--- src/rtl/core/morse_code_keyer_defines.svh ---
// ============================================================================
// Morse code keyer assertion macros
// Shared assertion forms for the keyer RTL, clocked on clk and disabled
// during reset.
// ============================================================================
`ifndef MORSE_CODE_KEYER_DEFINES_SVH
`define MORSE_CODE_KEYER_DEFINES_SVH

// The consequent must hold in the same cycle as the antecedent.
`define MCK_ASSERT_SAME(label, ante, cons) \
    label: assert property (@(posedge clk) disable iff (!rst_n) (ante) |-> (cons)) \
        else $error("morse_code_keyer: same-cycle check failed");

// The consequent must hold in the cycle after the antecedent.
`define MCK_ASSERT_NEXT(label, ante, cons) \
    label: assert property (@(posedge clk) disable iff (!rst_n) (ante) |=> (cons)) \
        else $error("morse_code_keyer: next-cycle check failed");

`endif

--- src/rtl/core/mck_pkg.sv ---
// ============================================================================
// Morse code keyer package
// Symbol table, character folding and symbol lookup shared by the keyer RTL.
// ============================================================================
`timescale 1ns / 1ps
`default_nettype none

package mck_pkg;

    // Number of entries in the symbol table and widths derived from it.
    localparam int SYM_COUNT = 67;
    localparam int IDX_W     = 7;
    localparam int SYM_BITS  = 19;
    localparam int LEN_W     = 5;

    localparam logic [7:0]       CHAR_SPACE = 8'h20;
    localparam logic [LEN_W-1:0] GAP_LEN    = 5'd3;

    // Each word holds the length in bits 28:24 and the levels right aligned.
    localparam logic [31:0] SYM_TAB [SYM_COUNT] = '{
        32'h07000000, 32'h13075d77, 32'h0f005d5d, 32'h0f005555, 32'h11015757,
        32'h0f005555, 32'h0b0005d5, 32'h1305dddd, 32'h0f0075dd, 32'h13075dd7,
        32'h0b000757, 32'h0d00175d, 32'h13077577, 32'h0f007557, 32'h110175d7,
        32'h0d001d5d, 32'h13077777, 32'h11017777, 32'h0f005777, 32'h0d001577,
        32'h0b000557, 32'h09000155, 32'h0b000755, 32'h0d001dd5, 32'h0f007775,
        32'h1101dddd, 32'h1101ddd5, 32'h1101d75d, 32'h0f005555, 32'h0d001d57,
        32'h0f005555, 32'h0f005775, 32'h1101775d, 32'h05000017, 32'h090001d5,
        32'h0b00075d, 32'h07000075, 32'h01000001, 32'h0900015d, 32'h090001dd,
        32'h07000055, 32'h03000005, 32'h0d001777, 32'h090001d7, 32'h09000175,
        32'h07000077, 32'h0500001d, 32'h0b000777, 32'h0b0005dd, 32'h0d001dd7,
        32'h0700005d, 32'h05000015, 32'h03000007, 32'h07000057, 32'h09000157,
        32'h09000177, 32'h0b000757, 32'h0d001d77, 32'h0b000775, 32'h0f005555,
        32'h0f005555, 32'h0f005555, 32'h0f005555, 32'h11015dd7, 32'h03000000,
        32'h0f0075d7, 32'h0d00175d
    };

    // A symbol ready for serial output: levels left aligned, first level at the top.
    typedef struct packed {
        logic [LEN_W-1:0]    len;
        logic [SYM_BITS-1:0] bits;
    } sym_t;

    // Map a printable character to its table index; lowercase folds to uppercase.
    function automatic logic [IDX_W-1:0] fold_char(input logic [7:0] c);
        logic [7:0] idx;
        if (c > 8'h60)
        begin
            idx = c - 8'h40;
        end
        else
        begin
            idx = c - 8'h20;
        end
        return idx[IDX_W-1:0];
    endfunction

    // Read the table and left align the levels so they shift out from the top bit.
    function automatic sym_t sym_lookup(input logic [IDX_W-1:0] idx);
        logic [31:0] word;
        sym_t        sym;
        if (idx < IDX_W'(SYM_COUNT))
        begin
            word = SYM_TAB[idx];
        end
        else
        begin
            word = '0;
        end
        sym.len  = word[24 +: LEN_W];
        sym.bits = word[SYM_BITS-1:0] << (LEN_W'(SYM_BITS) - sym.len);
        return sym;
    endfunction

endpackage

`default_nettype wire

--- src/rtl/core/mck_if.sv ---
// ============================================================================
// Morse code keyer channels
// Valid/ready channels for message characters and for keying results.
// ============================================================================
`timescale 1ns / 1ps
`default_nettype none

// One character of a message per transfer.
interface mck_msg_if;
    logic       valid;
    logic       ready;
    logic [7:0] character;
    logic       last_in_message;

    modport source (output valid, output character, output last_in_message, input ready);
    modport sink   (input valid, input character, input last_in_message, output ready);
endinterface

// One key level or error result per transfer.
interface mck_key_if;
    logic valid;
    logic ready;
    logic key_level;
    logic status;
    logic end_of_message;
    logic last_of_run;

    modport source (output valid, output key_level, output status, output end_of_message,
                    output last_of_run, input ready);
    modport sink   (input valid, input key_level, input status, input end_of_message,
                    input last_of_run, output ready);
endinterface

`default_nettype wire

--- src/rtl/core/morse_code_keyer.sv ---
// ============================================================================
// Morse code keyer
// Turns message characters into a serial stream of key levels with ITU
// timing, holding one character back to decide on letter gaps.
// ============================================================================
//
//  Channel | Direction | Payload
//  --------+-----------+------------------------------------------------------
//  msg     | in        | character[7:0], last_in_message
//  key     | out       | key_level, status, end_of_message, last_of_run
//
//  A character is taken while the sequencer is idle; the results it causes
//  then follow one per cycle while key does not stall, up to 41 for one
//  character, and a character that only becomes pending leaves it idle.
//  The symbol shift register moves one level per result.
//  Reset clears the pending character, the discard flag and the output valid.
//  A stall on key holds the sequencer; the next character is taken while the
//  final result of the previous one still waits in the output register.
//
`timescale 1ns / 1ps
`default_nettype none

module morse_code_keyer
(
    input  wire         clk,
    input  wire         rst_n,
    mck_msg_if.sink     msg,
    mck_key_if.source   key
);

`include "morse_code_keyer_defines.svh"

    // Sequencer states.
    localparam logic [2:0] S_IDLE = 3'd0;
    localparam logic [2:0] S_PEND = 3'd1;
    localparam logic [2:0] S_GAP  = 3'd2;
    localparam logic [2:0] S_CUR  = 3'd3;
    localparam logic [2:0] S_ERR  = 3'd4;

    logic [2:0]                      state_reg, state_next;
    logic [7:0]                      pend_char_reg, pend_char_next;
    logic                            pend_valid_reg, pend_valid_next;
    logic                            discard_reg, discard_next;
    logic [7:0]                      cur_char_reg, cur_char_next;
    logic                            last_reg, last_next;
    logic                            invalid_reg, invalid_next;
    logic                            gap_due_reg, gap_due_next;
    logic [mck_pkg::SYM_BITS-1:0]    sh_reg, sh_next;
    logic [mck_pkg::LEN_W-1:0]       cnt_reg, cnt_next;

    logic out_valid_reg, out_valid_next;
    logic key_reg, key_next;
    logic status_reg, status_next;
    logic eom_reg, eom_next;
    logic lor_reg, lor_next;

    logic          accept;
    logic          emit;
    logic          in_invalid;
    logic          fin;
    logic [7:0]    look_char;
    mck_pkg::sym_t look_sym;

    // Handshake: characters are taken only while the sequencer is idle.
    assign msg.ready = (state_reg == S_IDLE);
    assign accept    = msg.valid && msg.ready;

    // Outside idle, a result is produced whenever the output register is free or draining.
    assign emit = (state_reg != S_IDLE) && (!out_valid_reg || key.ready);
    assign fin  = (cnt_reg == mck_pkg::LEN_W'(1));

    assign in_invalid = msg.character[7] || (msg.character[7:5] == 3'b000);

    // One symbol lookup, shared by the accept cycle and the later load of
    // the current character.
    always_comb
    begin
        if (state_reg == S_IDLE)
        begin
            look_char = pend_valid_reg ? pend_char_reg : msg.character;
        end
        else
        begin
            look_char = cur_char_reg;
        end
        look_sym = mck_pkg::sym_lookup(mck_pkg::fold_char(look_char));
    end

    // Sequencer and output register next state.
    always_comb
    begin
        state_next      = state_reg;
        pend_char_next  = pend_char_reg;
        pend_valid_next = pend_valid_reg;
        discard_next    = discard_reg;
        cur_char_next   = cur_char_reg;
        last_next       = last_reg;
        invalid_next    = invalid_reg;
        gap_due_next    = gap_due_reg;
        sh_next         = sh_reg;
        cnt_next        = cnt_reg;
        out_valid_next  = out_valid_reg && !key.ready;
        key_next        = key_reg;
        status_next     = status_reg;
        eom_next        = eom_reg;
        lor_next        = lor_reg;

        case (state_reg)
            S_IDLE:
            begin
                if (accept)
                begin
                    if (discard_reg)
                    begin
                        // Swallow the rest of an aborted message.
                        if (msg.last_in_message)
                        begin
                            discard_next = 1'b0;
                        end
                    end
                    else
                    begin
                        cur_char_next = msg.character;
                        last_next     = msg.last_in_message;
                        invalid_next  = in_invalid;
                        gap_due_next  = pend_valid_reg
                                        && (pend_char_reg != mck_pkg::CHAR_SPACE)
                                        && (msg.character != mck_pkg::CHAR_SPACE);
                        sh_next       = look_sym.bits;
                        cnt_next      = look_sym.len;
                        if (!in_invalid && !msg.last_in_message)
                        begin
                            pend_char_next  = msg.character;
                            pend_valid_next = 1'b1;
                        end
                        else
                        begin
                            pend_valid_next = 1'b0;
                        end
                        if (in_invalid)
                        begin
                            discard_next = !msg.last_in_message;
                        end
                        if (pend_valid_reg)
                        begin
                            state_next = S_PEND;
                        end
                        else if (in_invalid)
                        begin
                            state_next = S_ERR;
                        end
                        else if (msg.last_in_message)
                        begin
                            state_next = S_CUR;
                        end
                    end
                end
            end
            S_PEND, S_GAP, S_CUR:
            begin
                if (emit)
                begin
                    out_valid_next = 1'b1;
                    key_next       = sh_reg[mck_pkg::SYM_BITS-1];
                    status_next    = 1'b0;
                    eom_next       = 1'b0;
                    lor_next       = 1'b0;
                    sh_next        = sh_reg << 1;
                    cnt_next       = cnt_reg - mck_pkg::LEN_W'(1);
                    if (fin)
                    begin
                        if (state_reg == S_PEND && gap_due_reg)
                        begin
                            sh_next    = '0;
                            cnt_next   = mck_pkg::GAP_LEN;
                            state_next = S_GAP;
                        end
                        else if (state_reg != S_CUR && invalid_reg)
                        begin
                            state_next = S_ERR;
                        end
                        else if (state_reg != S_CUR && last_reg)
                        begin
                            sh_next    = look_sym.bits;
                            cnt_next   = look_sym.len;
                            state_next = S_CUR;
                        end
                        else
                        begin
                            // Final result of this character's run.
                            eom_next   = (state_reg == S_CUR);
                            lor_next   = 1'b1;
                            state_next = S_IDLE;
                        end
                    end
                end
            end
            S_ERR:
            begin
                if (emit)
                begin
                    out_valid_next = 1'b1;
                    key_next       = 1'b0;
                    status_next    = 1'b1;
                    eom_next       = 1'b1;
                    lor_next       = 1'b1;
                    state_next     = S_IDLE;
                end
            end
            default:
            begin
                state_next = S_IDLE;
            end
        endcase
    end

    // Control state.
    always_ff @(posedge clk or negedge rst_n)
    begin
        if (!rst_n)
        begin
            state_reg      <= S_IDLE;
            pend_char_reg  <= '0;
            pend_valid_reg <= 1'b0;
            discard_reg    <= 1'b0;
            out_valid_reg  <= 1'b0;
        end
        else
        begin
            state_reg      <= state_next;
            pend_char_reg  <= pend_char_next;
            pend_valid_reg <= pend_valid_next;
            discard_reg    <= discard_next;
            out_valid_reg  <= out_valid_next;
        end
    end

    // Payload and working registers.
    always_ff @(posedge clk)
    begin
        cur_char_reg <= cur_char_next;
        last_reg     <= last_next;
        invalid_reg  <= invalid_next;
        gap_due_reg  <= gap_due_next;
        sh_reg       <= sh_next;
        cnt_reg      <= cnt_next;
        key_reg      <= key_next;
        status_reg   <= status_next;
        eom_reg      <= eom_next;
        lor_reg      <= lor_next;
    end

    // Output channel.
    assign key.valid          = out_valid_reg;
    assign key.key_level      = key_reg;
    assign key.status         = status_reg;
    assign key.end_of_message = eom_reg;
    assign key.last_of_run    = lor_reg;

    // An error result is a silent key, ends the message and ends the run.
    `MCK_ASSERT_SAME(a_err_result, out_valid_reg && status_reg,
                     !key_reg && eom_reg && lor_reg)
    // The end of a message is always the end of a run.
    `MCK_ASSERT_SAME(a_eom_ends_run, out_valid_reg && eom_reg, lor_reg)
    // A shifting state always has levels left to send.
    `MCK_ASSERT_SAME(a_cnt_live,
                     state_reg == S_PEND || state_reg == S_GAP || state_reg == S_CUR,
                     cnt_reg != '0)
    // A last character seen while discarding ends the discard without work.
    `MCK_ASSERT_NEXT(a_discard_end, accept && discard_reg && msg.last_in_message,
                     !discard_reg && state_reg == S_IDLE)

endmodule

`default_nettype wire

--- src/flat_wrapper.sv ---
// flat-port wrapper written by rule: the top's interface ports become plain ports
module morse_code_keyer_flat 
  (clk, rst_n, msg_valid, msg_character, msg_last_in_message, msg_ready, key_valid, key_key_level, key_status, key_end_of_message, key_last_of_run, key_ready);
  mck_msg_if msg_i ();
  mck_key_if key_i ();
  input  wire clk;
  input  wire rst_n;
  input wire logic [$bits(msg_i.valid)-1:0] msg_valid;
  input wire logic [$bits(msg_i.character)-1:0] msg_character;
  input wire logic [$bits(msg_i.last_in_message)-1:0] msg_last_in_message;
  output wire logic [$bits(msg_i.ready)-1:0] msg_ready;
  output wire logic [$bits(key_i.valid)-1:0] key_valid;
  output wire logic [$bits(key_i.key_level)-1:0] key_key_level;
  output wire logic [$bits(key_i.status)-1:0] key_status;
  output wire logic [$bits(key_i.end_of_message)-1:0] key_end_of_message;
  output wire logic [$bits(key_i.last_of_run)-1:0] key_last_of_run;
  input wire logic [$bits(key_i.ready)-1:0] key_ready;
  assign msg_i.valid = msg_valid;
  assign msg_i.character = msg_character;
  assign msg_i.last_in_message = msg_last_in_message;
  assign msg_ready = msg_i.ready;
  assign key_valid = key_i.valid;
  assign key_key_level = key_i.key_level;
  assign key_status = key_i.status;
  assign key_end_of_message = key_i.end_of_message;
  assign key_last_of_run = key_i.last_of_run;
  assign key_i.ready = key_ready;
  morse_code_keyer u_core (.clk(clk), .rst_n(rst_n), .msg(msg_i), .key(key_i));
endmodule
--- config.mk ---
export PLATFORM = sky130hd
export DESIGN_NAME = morse_code_keyer_flat
export DESIGN_NICKNAME = d
export VERILOG_FILES = /design/src/rtl/core/mck_pkg.sv /design/src/rtl/core/mck_if.sv /design/src/rtl/core/morse_code_keyer.sv /design/src/flat_wrapper.sv
export VERILOG_INCLUDE_DIRS = /design/src /design/src/rtl/core
export SDC_FILE = /design/constraint.sdc
export NUM_CORES = 1
export LEC_CHECK = 0
export BUFFER_PORTS_ARGS = -buffer_cell sky130_fd_sc_hd__buf_2
export CAP_MARGIN = 20
export CORE_MARGIN = 8
export CORE_UTILIZATION = 64
export CTS_CLUSTER_SIZE = 14
export DETAILED_ROUTE_END_ITERATION = 12
export PLACE_DENSITY_LB_ADDON = 0.2
export SLEW_MARGIN = 30
export SYNTH_ARGS = -nofsm -noshare
export SYNTH_HDL_FRONTEND = slang
export SYNTH_SLANG_ARGS = --single-unit
--- constraint.sdc ---
create_clock -name clk -period 6.9 [get_ports clk]
set_clock_uncertainty 0.15 [all_clocks]
set_input_delay 1.38 -clock clk [delete_from_list [all_inputs] [get_ports clk]]
set_output_delay 1.38 -clock clk [all_outputs]
set_load 0.05 [all_outputs]
==> results.yml <==
job:
  cap_viol_max_count: 0
clocking:
  cts_hold_buffers: 0
  clock_latency_ps: 310
  root_buffer: "clkbuf_8"
  clk_pin_slew_ps: 110
  cts_buffers: 5
  clockBufferDepth: 2
  cts_setup_buffers: 0
  cts_resized: 0
  cts_tree: "built"
  h-tree-depth: 2
  cts.sinks: 53
worst_setup_path:
  start_kind: "primary input"
  crit_type: "in -> reg"
  path_cells: "buf_2, mux2i_1, o21a_1, inv_2, ha_1, nor2_1, a21oi_1, a221o_1, a22o_1, a211o_1, inv_2, ha_1, or3_1, a211oi_1, a221o_1"
  max_stage_delay_ps: 590
  critPathTopFamily: "compound AO/OA/AOI/OAI gates"
  critPathArrivalTime_ps: 6130
  end_kind: "flop"
  critical_path.max_fanout: 18
  critical_path_required_ps: 6940
  cp.buffers_inverters: 3
  critPathSlowestCell: "or3_1"
global_routing:
  grt_pass1_vias: 4827
  grt_max_degree: 31
  grt_pass1_wl_microns: 25490
  gr-total-overflow: 0
  grt_use_total_pct: 27.62
  antenna_found_initial: 0
final_layout:
  seq_area_sq_um: 1521
  nets: 618
  multiInputGateArea_sq_um: 3416
  design_area_sq_um: 5456
  fin_cells: 696
  syn2layout_area_growth_pct: 3.957
  n_antenna_cell: 0
  largest_reg_flops: 19
  nFillCells: 679
  drive_gt1_share_pct: 15.23
route:
  first_iter_violations: 504
  wire_per_inst_microns: 22.92
  drtAntennaViolNets: 0
  vias_per_cell: 7.556
  drt_wl_total_microns: 15950
  drc: 0
  drt_first_pass_iters: 6
  vias: 5259
die:
  die_area_sq_um: 11360
  ios: 19
  die_x_microns: 106.6
  initial_core_util_pct: 64.86
  num_rows: 33
  die_h_microns: 106.6
  core_sq_um: 8093
logic_synthesis:
  synth_top_area_share_pct: 22.31
  syn_nets: 621
  syn_area_per_cell_sq_um: 8.851
  ys_warn_count: 0
  yosysUniqueCellTypes: 88
  synthArstFlopShare_pct: 26.42
  synth_edf_count: 39
  synth_flop_cell: "edfxtp_1"
  syn_area_sq_um: 5249
  syn_inst: 593
  synth_area_leaders: "edfxtp_1, dfrtp_1, mux2i_1"
  synth_top_area_cell: "edfxtp_1"
  ys_seq_area_share_pct: 28.99
  synth_seq_cells: 53
placed_design:
  port_buffers: 18
  dp_hpwl_microns: 11770
  numPlacedInstances: 688
  pre_cts_slack_ps: 595.9
  placed_cell_area_sq_um: 5363
  routabilityCongestion: 1.028
timing:
  drv_slew: 0
  slew-limit-headroom_pct: 35.83
  tightest_slew_ps: 943.9
  layout_setup_ws_ps: 816.3
  timing.setup.tns_ps: 0
  period_share_pct: 88.17
  max_freq_ghz: 0.1644
  hold_viol_final: 0
  finalSetupViolCount: 0
  period_needed_ps: 6084
  rsz0062_at_grt: "no"
min_path:
  hp-class: "reg -> reg"
status:
  status: "finished, final reports clean"
[layout by cell type (no fill, tap or decap), types with 6 or more instances in the layout]
master	n
nand2_1	47
edfxtp_1	39
a21oi_1	38
o21ai_0	36
nor2_1	31
mux2i_1	30
o211ai_1	22
buf_2	18
nor3_1	17
inv_1	16
mux2_2	15
ha_1	15
buf_4	15
nand3_1	14
dfrtp_1	14
a31oi_1	12
a211oi_1	11
o31ai_1	9
a21o_1	9
a22oi_1	9
a32oi_1	9
nand3b_1	7
a22o_1	7
o221ai_1	6
[worst reg2reg max path, delay by kind of cell (launching register included)]
family	cells	cell delay, ps
DFF	1	650
adders and majority gates	2	790
AOI/OAI and AO/OA	7	2110
buffers and inverters	3	900
and+or+nand+nor	3	1100
[stage by stage]
stage	hold WS, ps	util (%)
global placement	361.0	66.06
floorplan	334.1	-
detailed placement	372.7	66.26
finish	395.3	67.42
global route	422.2	67.42
CTS	397.8	67.42
[cell families after synthesis]
group / Yosys count / share of synthesized area [%]
compound gates: 238 / 32.66
mux: 50 / 10.44
xor+xnor: 6 / 1.001
flops: 53 / 28.99
buf+inv: 64 / 6.389
fa+ha+maj: 15 / 3.576
simple gates: 167 / 16.95
[synth_stat cells, drive strengths merged (4+ instances only)]
master  count
nand2b      4
a32oi       9
a22oi       9
nor2       33
dfrtp      14
buf        26
o32ai       4
o211ai     23
ha         15
a221oi      4
nand3      15
a21o        9
nor3       21
o31a        5
nand2      47
o22ai       5
nor3b       5
a22o        7
mux2i      33
o21a        4
o21ai      43
a21boi      4
edfxtp     39
inv        19
a31oi      12
a221o       5
a21oi      40
a211oi     11
nor2b       5
a311oi      4
or3         4
o221ai      7
o31ai      10
mux2       16
nand3b      7
clkbuf     18
[area by class of cell]
class	count	area share, %
clock buffers	5	1.261
clock inverters	3	0.4586
inverters	20	1.468
multi-input cells	476	62.60
flip-flops and latches	53	27.88
well taps	105	2.408
repair buffers	34	3.921
[worst paths after layout]
path                                                 to                start  slack (ps)  cells after the start
min in group asynchronous       u_core.pend_char_reg[1]                rst_n         800                      1
worst min-delay path                   u_core.sh_reg[4]     u_core.sh_reg[3]         400                      2
worst min register to register         u_core.sh_reg[4]     u_core.sh_reg[3]         400                      2
worst max register to register        u_core.sh_reg[15]  u_core.state_reg[1]        1090                     15
worst max-delay path                  u_core.sh_reg[15]     msg_character[1]         820                     15
max in group asynchronous           u_core.state_reg[2]                rst_n        5540                      1
[metal layers]
layer / track usage, % / part of all wire, % / vias up
li1: - / - / 2346
met1: 35.60 / 40 / 2470
met2: 43.03 / 45 / 359
met3: 4.719 / 9.9 / 84
met4: 15.28 / 5.4 / 0
met5: 0 / 0 / -
Power is left out: the tool's default activity adds up to more than one toggle a clock period on the data nets, which glitch-free logic cannot reach.
